===== config.mk =====
export PLATFORM = sky130hd
export DESIGN_NAME = positional_circular_list_unit
export DESIGN_NICKNAME = d
export VERILOG_FILES = /design/src/rtl/pclu_pkg.sv /design/src/rtl/pclu_store.sv /design/src/rtl/positional_circular_list_unit.sv
export SDC_FILE = /design/constraint.sdc
export NUM_CORES = 2
export LEC_CHECK = 0
export BUFFER_PORTS_ARGS = -buffer_cell sky130_fd_sc_hd__buf_2
export CAP_MARGIN = 15
export CORE_UTILIZATION = 35
export CTS_CLUSTER_DIAMETER = 40
export DETAILED_ROUTE_END_ITERATION = 10
export PLACE_DENSITY = 0.55
export REMOVE_ABC_BUFFERS = 1
export SLEW_MARGIN = 20
export SYNTH_ARGS = -nofsm -noshare
export SYNTH_HDL_FRONTEND = slang
export SYNTH_SLANG_ARGS = --single-unit

===== constraint.sdc =====
create_clock -name clk -period 13.8 [get_ports clk]
set_input_delay 0 -clock clk [delete_from_list [all_inputs] [get_ports clk]]
set_output_delay 0 -clock clk [all_outputs]
set_load 0.05 [all_outputs]

===== src/rtl/pclu_pkg.sv =====
// ----------------------------------------------------------------------------
// pclu_pkg
// Shared types and codes of the positional circular list unit: the request
// and response words, action codes and status codes.
// ----------------------------------------------------------------------------
package pclu_pkg;

	localparam int CAPACITY_DEF = 32;
	localparam int CNT_W        = 7;
	localparam int VAL_W        = 32;

	typedef logic [2:0] action_t;

	localparam action_t ACT_INS_FRONT = 3'd0;
	localparam action_t ACT_INS_BACK  = 3'd1;
	localparam action_t ACT_INS_POS   = 3'd2;
	localparam action_t ACT_DEL_FRONT = 3'd3;
	localparam action_t ACT_DEL_BACK  = 3'd4;
	localparam action_t ACT_DEL_POS   = 3'd5;
	localparam action_t ACT_LIST      = 3'd6;
	localparam action_t ACT_NONE      = 3'd7;

	typedef logic [1:0] status_t;

	localparam status_t ST_OK      = 2'd0;
	localparam status_t ST_BAD_POS = 2'd1;
	localparam status_t ST_EMPTY   = 2'd2;
	localparam status_t ST_FULL    = 2'd3;

	typedef struct packed {
		action_t                   action;
		logic signed [VAL_W-1:0]   item_value;
		logic        [CNT_W-1:0]   position;
	} req_t;

	typedef struct packed {
		status_t                   status;
		logic signed [VAL_W-1:0]   out_value;
		logic        [CNT_W-1:0]   list_count;
		logic                      final_item;
	} rsp_t;

endpackage


===== src/rtl/pclu_store.sv =====
// ----------------------------------------------------------------------------
// pclu_store
// Slot storage: next-pointer memory and value memory, each with one write
// port and one registered read port.
// ----------------------------------------------------------------------------
module pclu_store
	import pclu_pkg::*;
#(
	parameter int DEPTH = CAPACITY_DEF,
	parameter int SW    = $clog2(CAPACITY_DEF)
) (
	input  logic                    clk,
	input  logic                    nx_we,
	input  logic [SW-1:0]           nx_waddr,
	input  logic [SW-1:0]           nx_wdata,
	input  logic                    nx_re,
	input  logic [SW-1:0]           nx_raddr,
	output logic [SW-1:0]           nx_rdata,
	input  logic                    vl_we,
	input  logic [SW-1:0]           vl_waddr,
	input  logic signed [VAL_W-1:0] vl_wdata,
	input  logic                    vl_re,
	input  logic [SW-1:0]           vl_raddr,
	output logic signed [VAL_W-1:0] vl_rdata
);

	logic [SW-1:0]           nx_mem [DEPTH];
	logic signed [VAL_W-1:0] vl_mem [DEPTH];

	always_ff @(posedge clk) begin
		if (nx_we) begin
			nx_mem[nx_waddr] <= nx_wdata;
		end
		// hold read data until the next read
		if (nx_re) begin
			nx_rdata <= nx_mem[nx_raddr];
		end
	end

	always_ff @(posedge clk) begin
		if (vl_we) begin
			vl_mem[vl_waddr] <= vl_wdata;
		end
		if (vl_re) begin
			vl_rdata <= vl_mem[vl_raddr];
		end
	end

endmodule


===== src/rtl/positional_circular_list_unit.sv =====
// ----------------------------------------------------------------------------
// positional_circular_list_unit
// A rejected action goes straight to the response state. Insert and delete
// actions write the links, positional actions and delete back after a pointer
// walk (up to CAPACITY-2 hops). Listing gives each element by a store read and
// then the load of the output register.
// One request word is taken at a time; a new one is taken once the last
// response word is in the output register. Reset clears head, tail, count
// and fill count at once; the stores are not cleared and need no pass.
// ----------------------------------------------------------------------------
module positional_circular_list_unit
	import pclu_pkg::*;
#(
	parameter int CAPACITY = CAPACITY_DEF
) (
	input  logic clk,
	input  logic arst_n,
	input  logic req_valid,
	output logic req_stall,
	input  req_t req,
	output logic rsp_valid,
	input  logic rsp_stall,
	output rsp_t rsp
);

	localparam int SW = $clog2(CAPACITY);
	localparam logic [CNT_W-1:0] CAP_C = CNT_W'(CAPACITY);

	typedef enum logic [8:0] {
		S_IDLE = 9'b000000001,
		S_POP  = 9'b000000010,
		S_WALK = 9'b000000100,
		S_RDV  = 9'b000001000,
		S_WR1  = 9'b000010000,
		S_WR2  = 9'b000100000,
		S_RESP = 9'b001000000,
		S_LRD  = 9'b010000000,
		S_LWR  = 9'b100000000
	} state_t;

	typedef enum logic [2:0] {
		K_INS_FRONT,
		K_INS_BACK,
		K_INS_MID,
		K_DEL_FRONT,
		K_DEL_BACK,
		K_DEL_MID,
		K_LIST
	} kind_t;

	state_t           state_q;
	kind_t            kind_q;
	logic             single_q;
	logic [SW-1:0]    head_q, tail_q, free_head_q, slot_q, pred_q;
	logic [CNT_W-1:0] count_q, fill_q, hops_q;
	logic             wfirst_q;
	status_t          status_q;
	rsp_t             rsp_q;
	logic             rsp_valid_q;

	// store ports
	logic                    nx_we, nx_re, vl_we, vl_re;
	logic [SW-1:0]           nx_waddr, nx_wdata, nx_raddr, nx_rdata;
	logic [SW-1:0]           vl_waddr, vl_raddr;
	logic signed [VAL_W-1:0] vl_wdata, vl_rdata;

	// request decode
	logic          accept, acc_go, acc_ins, alloc_pop, full, empty;
	logic          pos_ins_ok, pos_del_ok;
	logic [CNT_W:0] n_plus1, pos_x;
	kind_t         acc_kind;
	status_t       acc_status;
	logic [SW-1:0] new_slot, cur;
	logic          out_free, rsp_load;

	assign req_stall = (state_q != S_IDLE);
	assign accept    = req_valid && (state_q == S_IDLE);
	assign out_free  = !rsp_valid_q || !rsp_stall;
	assign rsp_load  = out_free && (state_q == S_RESP || state_q == S_LWR);
	assign cur       = wfirst_q ? head_q : nx_rdata;

	assign full       = (count_q >= CAP_C);
	assign empty      = (count_q == '0);
	assign n_plus1    = {1'b0, count_q} + (CNT_W+1)'(1);
	assign pos_x      = {1'b0, req.position};
	assign pos_ins_ok = (req.position != '0) && (pos_x <= n_plus1);
	assign pos_del_ok = (req.position != '0) && (req.position <= count_q);
	assign alloc_pop  = (count_q < fill_q);
	assign new_slot   = alloc_pop ? free_head_q : fill_q[SW-1:0];

	always_comb begin
		acc_go     = 1'b0;
		acc_kind   = K_LIST;
		acc_status = ST_OK;
		case (req.action)
			ACT_INS_FRONT: begin
				if (full) acc_status = ST_FULL;
				else begin
					acc_go   = 1'b1;
					acc_kind = K_INS_FRONT;
				end
			end
			ACT_INS_BACK: begin
				if (full) acc_status = ST_FULL;
				else begin
					acc_go   = 1'b1;
					acc_kind = K_INS_BACK;
				end
			end
			ACT_INS_POS: begin
				if (!pos_ins_ok) acc_status = ST_BAD_POS;
				else if (full) acc_status = ST_FULL;
				else begin
					acc_go = 1'b1;
					if (req.position == CNT_W'(1)) acc_kind = K_INS_FRONT;
					else if (pos_x == n_plus1) acc_kind = K_INS_BACK;
					else acc_kind = K_INS_MID;
				end
			end
			ACT_DEL_FRONT: begin
				if (empty) acc_status = ST_EMPTY;
				else begin
					acc_go   = 1'b1;
					acc_kind = K_DEL_FRONT;
				end
			end
			ACT_DEL_BACK: begin
				if (empty) acc_status = ST_EMPTY;
				else begin
					acc_go   = 1'b1;
					acc_kind = K_DEL_BACK;
				end
			end
			ACT_DEL_POS: begin
				if (!pos_del_ok) acc_status = ST_BAD_POS;
				else begin
					acc_go = 1'b1;
					if (req.position == CNT_W'(1)) acc_kind = K_DEL_FRONT;
					else if (req.position == count_q) acc_kind = K_DEL_BACK;
					else acc_kind = K_DEL_MID;
				end
			end
			ACT_LIST: begin
				if (empty) acc_status = ST_EMPTY;
				else begin
					acc_go   = 1'b1;
					acc_kind = K_LIST;
				end
			end
			default: begin
				acc_go = 1'b0;
			end
		endcase
	end

	assign acc_ins = acc_go && (acc_kind == K_INS_FRONT || acc_kind == K_INS_BACK ||
		acc_kind == K_INS_MID);

	// store port control
	always_comb begin
		nx_we    = 1'b0;
		nx_waddr = slot_q;
		nx_wdata = slot_q;
		nx_re    = 1'b0;
		nx_raddr = cur;
		vl_we    = accept && acc_ins;
		vl_waddr = new_slot;
		vl_wdata = req.item_value;
		vl_re    = 1'b0;
		vl_raddr = cur;
		case (state_q)
			S_IDLE: begin
				if (accept && acc_ins && alloc_pop) begin
					nx_re    = 1'b1;
					nx_raddr = free_head_q;
				end
			end
			S_WALK: begin
				nx_re = 1'b1;
			end
			S_RDV: begin
				nx_re    = 1'b1;
				nx_raddr = nx_rdata;
			end
			S_LRD: begin
				nx_re = 1'b1;
				vl_re = 1'b1;
			end
			S_WR1: begin
				nx_we = 1'b1;
				case (kind_q)
					K_INS_FRONT, K_INS_BACK: begin
						if (single_q) begin
							nx_waddr = slot_q;
							nx_wdata = slot_q;
						end else if (kind_q == K_INS_FRONT) begin
							nx_waddr = slot_q;
							nx_wdata = head_q;
						end else begin
							nx_waddr = tail_q;
							nx_wdata = slot_q;
						end
					end
					K_INS_MID: begin
						nx_waddr = slot_q;
						nx_wdata = nx_rdata;
					end
					K_DEL_FRONT: begin
						nx_waddr = tail_q;
						nx_wdata = nx_rdata;
					end
					K_DEL_BACK: begin
						nx_waddr = pred_q;
						nx_wdata = head_q;
					end
					K_DEL_MID: begin
						nx_waddr = pred_q;
						nx_wdata = nx_rdata;
					end
					default: begin
						nx_we = 1'b0;
					end
				endcase
			end
			S_WR2: begin
				nx_we = 1'b1;
				case (kind_q)
					K_INS_FRONT: begin
						nx_waddr = tail_q;
						nx_wdata = slot_q;
					end
					K_INS_BACK: begin
						nx_waddr = slot_q;
						nx_wdata = head_q;
					end
					K_INS_MID: begin
						nx_waddr = pred_q;
						nx_wdata = slot_q;
					end
					default: begin
						// push the freed slot onto the free chain
						nx_waddr = slot_q;
						nx_wdata = free_head_q;
					end
				endcase
			end
			default: begin
				nx_we = 1'b0;
			end
		endcase
	end

	always_ff @(posedge clk or negedge arst_n) begin
		if (!arst_n) begin
			state_q     <= S_IDLE;
			kind_q      <= K_LIST;
			single_q    <= 1'b0;
			head_q      <= '0;
			tail_q      <= '0;
			free_head_q <= '0;
			slot_q      <= '0;
			pred_q      <= '0;
			count_q     <= '0;
			fill_q      <= '0;
			hops_q      <= '0;
			wfirst_q    <= 1'b0;
			status_q    <= ST_OK;
			rsp_q       <= '0;
			rsp_valid_q <= 1'b0;
		end else begin
			if (rsp_load) begin
				rsp_valid_q <= 1'b1;
			end else if (!rsp_stall) begin
				rsp_valid_q <= 1'b0;
			end
			case (state_q)
				S_IDLE: begin
					if (accept && req.action != ACT_NONE) begin
						status_q <= acc_status;
						kind_q   <= acc_kind;
						wfirst_q <= 1'b1;
						if (!acc_go) begin
							state_q <= S_RESP;
						end else if (acc_ins) begin
							single_q <= empty;
							slot_q   <= new_slot;
							count_q  <= count_q + CNT_W'(1);
							hops_q   <= req.position - CNT_W'(2);
							if (alloc_pop) begin
								state_q <= S_POP;
							end else begin
								fill_q  <= fill_q + CNT_W'(1);
								state_q <= (acc_kind == K_INS_MID) ? S_WALK : S_WR1;
							end
						end else if (acc_kind == K_LIST) begin
							hops_q  <= count_q;
							state_q <= S_LRD;
						end else begin
							single_q <= (count_q == CNT_W'(1));
							count_q  <= count_q - CNT_W'(1);
							case (acc_kind)
								K_DEL_FRONT: begin
									slot_q  <= head_q;
									hops_q  <= '0;
									state_q <= (count_q == CNT_W'(1)) ? S_WR2 : S_WALK;
								end
								K_DEL_BACK: begin
									slot_q  <= tail_q;
									hops_q  <= count_q - CNT_W'(2);
									state_q <= (count_q == CNT_W'(1)) ? S_WR2 : S_WALK;
								end
								default: begin
									hops_q  <= req.position - CNT_W'(2);
									state_q <= S_WALK;
								end
							endcase
						end
					end
				end
				S_POP: begin
					free_head_q <= nx_rdata;
					state_q     <= (kind_q == K_INS_MID) ? S_WALK : S_WR1;
				end
				S_WALK: begin
					// one hop per cycle; the read issued here feeds the next step
					wfirst_q <= 1'b0;
					if (hops_q == '0) begin
						pred_q  <= cur;
						state_q <= (kind_q == K_DEL_MID) ? S_RDV : S_WR1;
					end else begin
						hops_q <= hops_q - CNT_W'(1);
					end
				end
				S_RDV: begin
					slot_q  <= nx_rdata;
					state_q <= S_WR1;
				end
				S_WR1: begin
					case (kind_q)
						K_INS_FRONT, K_INS_BACK: begin
							if (single_q) begin
								head_q  <= slot_q;
								tail_q  <= slot_q;
								state_q <= S_RESP;
							end else begin
								state_q <= S_WR2;
							end
						end
						K_DEL_FRONT: begin
							head_q  <= nx_rdata;
							state_q <= S_WR2;
						end
						K_DEL_BACK: begin
							tail_q  <= pred_q;
							state_q <= S_WR2;
						end
						default: begin
							state_q <= S_WR2;
						end
					endcase
				end
				S_WR2: begin
					state_q <= S_RESP;
					case (kind_q)
						K_INS_FRONT: begin
							head_q <= slot_q;
						end
						K_INS_BACK: begin
							tail_q <= slot_q;
						end
						K_INS_MID: begin
							// both links written; head and tail stay
						end
						default: begin
							free_head_q <= slot_q;
							if (single_q) begin
								head_q <= '0;
								tail_q <= '0;
							end
						end
					endcase
				end
				S_RESP: begin
					if (out_free) begin
						rsp_q.status     <= status_q;
						rsp_q.out_value  <= '0;
						rsp_q.list_count <= count_q;
						rsp_q.final_item <= 1'b1;
						state_q          <= S_IDLE;
					end
				end
				S_LRD: begin
					wfirst_q <= 1'b0;
					state_q  <= S_LWR;
				end
				S_LWR: begin
					if (out_free) begin
						rsp_q.status     <= ST_OK;
						rsp_q.out_value  <= vl_rdata;
						rsp_q.list_count <= count_q;
						rsp_q.final_item <= (hops_q == CNT_W'(1));
						hops_q           <= hops_q - CNT_W'(1);
						state_q          <= (hops_q == CNT_W'(1)) ? S_IDLE : S_LRD;
					end
				end
				default: begin
					state_q <= S_IDLE;
				end
			endcase
		end
	end

	assign rsp_valid = rsp_valid_q;
	assign rsp       = rsp_q;

	pclu_store #(
		.DEPTH (CAPACITY),
		.SW    (SW)
	) u_store (
		.clk      (clk),
		.nx_we    (nx_we),
		.nx_waddr (nx_waddr),
		.nx_wdata (nx_wdata),
		.nx_re    (nx_re),
		.nx_raddr (nx_raddr),
		.nx_rdata (nx_rdata),
		.vl_we    (vl_we),
		.vl_waddr (vl_waddr),
		.vl_wdata (vl_wdata),
		.vl_re    (vl_re),
		.vl_raddr (vl_raddr),
		.vl_rdata (vl_rdata)
	);

endmodule


==> out/metrics.csv <==
stage,metric,value,unit
floorplanning,io_pins,90,
timing,fmax,154,MHz
synthesis,yosysMostFrequentCell,nand2_1,
final_layout,area_delta_synth_final,16.5,%
route,dr.pass1.iters,6,
job,max_cap_violations,0,
synthesis,netlist_area,55300,µm²
synthesis,ys.flop_type,edfxtp_1,
power,power.leakage,22.2,nW
route,antenna_left,0,
synthesis,ys_types,81,
route,viasPerCell,5.46,
synthesis,ys_top_cells_by_area,"edfxtp_1, nand2_1, dfrtp_1",
setup_path,cp-startpoint,count_q[0]$_DFFE_PN0P_,
final_layout,drive_gt1_share,11.7,%
synthesis,synth-seq-cells,1326,
setup_path,worstRegToRegCells,15,
timing,worst_slew_pin_slew,1.05,ns
timing,hold_viol,0,
timing,rsz0062_at_grt,false,
global_routing,grt_max_degree,178,
setup_path,crit_arrival,6.95,ns
setup_path,critPathRequiredTime,14.26,ns
placed_design,gp_congestion,0.861,
timing,post-route-period-util,47.1,%
floorplanning,fp.coreArea,156000,µm²
final_layout,final_cell_count_no_fill,6649,
synthesis,synthCells,4364,
global_routing,grt_usage,19.2,%
synthesis,synth_edf_count,1221,
synthesis,synth_top_area_share,66.3,%
clock_network,clock_path_buffers,3,
floorplanning,die_x,399,µm
setup_path,endpoint,u_store.vl_mem[31][2]$_DFFE_PP_,
synthesis,yosysWarnings,0,
setup_path,r2r_setup_slack,7.31,ns
placed_design,port_buffers,89,
timing,slew_violations,0,
clock_network,clk_pin_slew,0.05,ns
synthesis,postSynth.asyncResetShare,7.92,%
setup_path,max_stage_delay,0.75,ns
setup_path,r2r_end,u_store.vl_mem[31][2]$_DFFE_PP_,
timing,finalClockSkew,0.0447,ns
clock_network,cts.sinks,1326,
power,peakVddDrop,183,µV
final_layout,fin_nets,4520,
final_layout,finalInstanceArea,64400,µm²
power,power_density,211,nW/µm²
timing,period_needed,6.49,ns
global_routing,gr-total-overflow,0,
setup_path,cp_max_fo,17,
global_routing,grt_pass1_vias,35064,
floorplanning,rows,145,
setup_path,r2r_start,count_q[0]$_DFFE_PN0P_,
setup_path,worstSetupPathType,reg -> reg,
setup_path,worstSetupStartpointType,register,
route,drc_errors,0,
route,wire_per_inst,23.3,µm
timing,report.final.setup_viol,0,
placed_design,placed_cells,6280,
synthesis,avgSynthCellArea,12.7,µm²
final_layout,fillers,14481,
placed_design,dpl_worst_slack,7.46,ns
clock_network,clockRootBuffer,clkbuf_16,
global_routing,grt_antenna_before_repair,2,
clock_network,cts_tree,done,
setup_path,cp_slowest_cell,nor3_1,
synthesis,yosys.area.top_type,edfxtp_1,
min_path,min_path_type,in -> reg,
clock_network,post-cts-setup-buffer-count,0,
synthesis,seq_area_frac_synth,71.1,%
min_path,hp-start,rsp_stall,
route,routed-via-count,36303,
floorplanning,design.die.area,159000,µm²
synthesis,synth.top_cells.by_count,"nand2_1, edfxtp_1, clkbuf_1, a311oi_1, nand3_1",
status,status,finished clean,
floorplanning,initial_utilization,35.3,%
route,wirelength,155000,µm
clock_network,cts-buffers-inserted,169,
clock_network,htree_num_levels,4,
setup_path,critical_path.cell_chain,ha_1 > nand3_1 > nor3_1 > xnor2_1 > ha_1 > and3_1 > a221oi_1 > a211oi_1 > a22oi_1 > and2_1 > nand2_1 > nor3_1 > nand2b_1 > nor2_4 > buf_4,
global_routing,grt_first_pass_wirelength,231000,µm
timing,max_slew_margin,30.3,%
placed_design,dp_hpwl,86700,µm
floorplanning,die_y,399,µm
setup_path,cp-end-kind,register,
placed_design,post_dp_cell_area,58000,µm²
timing,finalWorstSetupSlack,7.31,ns
route,drt-initial-drc-count,3384,
clock_network,insertion_delay,0.81,ns
[state kept, by name, summed over array words and instances (netlist names), 7 cells and up]
signal	count
u_store.vl_mem	1024
fill_q	7
rsp	42
u_store.vl_rdata	32
count_q	7
state_q	9
hops_q	7
u_store.nx_mem	160
[routing by layer]
layer,vias to the layer above,global-route usage (%),part of all wire [%]
li1,16551,-,-
met1,18400,27.3,45
met2,1123,30.3,47
met3,227,2.83,5.4
met4,2,5.68,2.3
met5,-,0,0.0090
[layout make-up]
type                       instances  area, µm²  share of cell area [%]
tap                             2058       2570                    4.00
sequential                      1326      39300                    61.0
multi-input combinational       2710      15000                    23.3
antenna                            1       2.50                 0.00389
inverter                          28        105                   0.163
timing repair buffer             209       1510                    2.34
clock buffer                     190       4380                    6.80
clock inverter                   127       1510                    2.34
[critical path, delay by kind of cell, from the launching register on]
kind	cells	cell delay (ns)
AND/OR/NAND/NOR	8	3.42
adder cells (fa/ha/maj)	2	0.57
XOR/XNOR	1	0.14
buffers and inverters	1	0.47
AO/OA/AOI/OAI	3	0.97
flip-flops	1	0.57
[what timing repair did]
action / 4_1_cts / 5_1_grt
hold buffers: 51 / 0
gates resized for setup: 0 / 0
hold endpoints to repair: 1120 / 0
[stage by stage]
stage | util, % | hold WS [ns] | setup TNS (ns) | total power [mW]
2_1_floorplan | - | -0.296 | -226.38 | 8.25
3_3_place_gp | 37.1 | 0.0772 | 0 | 9.12
3_5_place_dp | 37.1 | 0.0837 | 0 | 9.14
4_1_cts | 41.2 | 0.0328 | 0 | 13.7
5_1_grt | 41.2 | 0.127 | 0 | 14.2
6_report | 41.2 | 0.0769 | 0 | 13.6
[how the worst min path moves through the flow]
stage,to,slack [ns],cells past startpoint
after floorplan,count_q[0]$_DFFE_PN0P_,-0.30,0
after global placement,hops_q[1]$_DFFE_PN0P_,0.08,1
after detailed placement,hops_q[0]$_DFFE_PN0P_,0.08,1
after CTS,rsp_valid$_DFFE_PN0P_,0.03,4
after global routing,rsp_valid$_DFFE_PN0P_,0.13,4
final,rsp_valid$_DFFE_PN0P_,0.08,4
[report_power, final]
part	switching [mW]	total (mW)	internal, mW	leakage (nW)
Combinational	2.98	4.23	1.25	7.00
Clock	1.85	4.55	2.70	2.83
Sequential	0.186	4.84	4.65	12.3
[logic make-up after synthesis]
logic type	after synthesis	share of synthesized area, %
buffers and inverters	328	2.40
flip-flops	1326	71.1
AO/OA/AOI/OAI	698	9.56
XOR/XNOR	24	0.380
adder cells (fa/ha/maj)	30	0.679
AND/OR/NAND/NOR	1910	15.0
multiplexers	48	0.917
[layout by cell type (no fill, tap or decap), types with 21 or more instances in the layout]
cell	count
clkinv_2	27
dlygate4sd3_1	50
o311ai_0	30
o31ai_1	36
a311oi_1	224
clkbuf_16	169
a22oi_1	35
a31oi_1	47
nand2_1	1231
and3_1	170
and2_1	22
a22o_1	44
buf_4	68
dfrtp_1	102
nor3_1	24
o21ai_0	52
inv_1	26
ha_1	30
buf_2	88
nor2_1	122
mux2i_1	26
clkinvlp_4	21
a21oi_1	102
nand3_1	218
a221oi_1	26
edfxtp_1	1221
nor2_4	32
No activity file was read; power rests on OpenSTA's default activity.
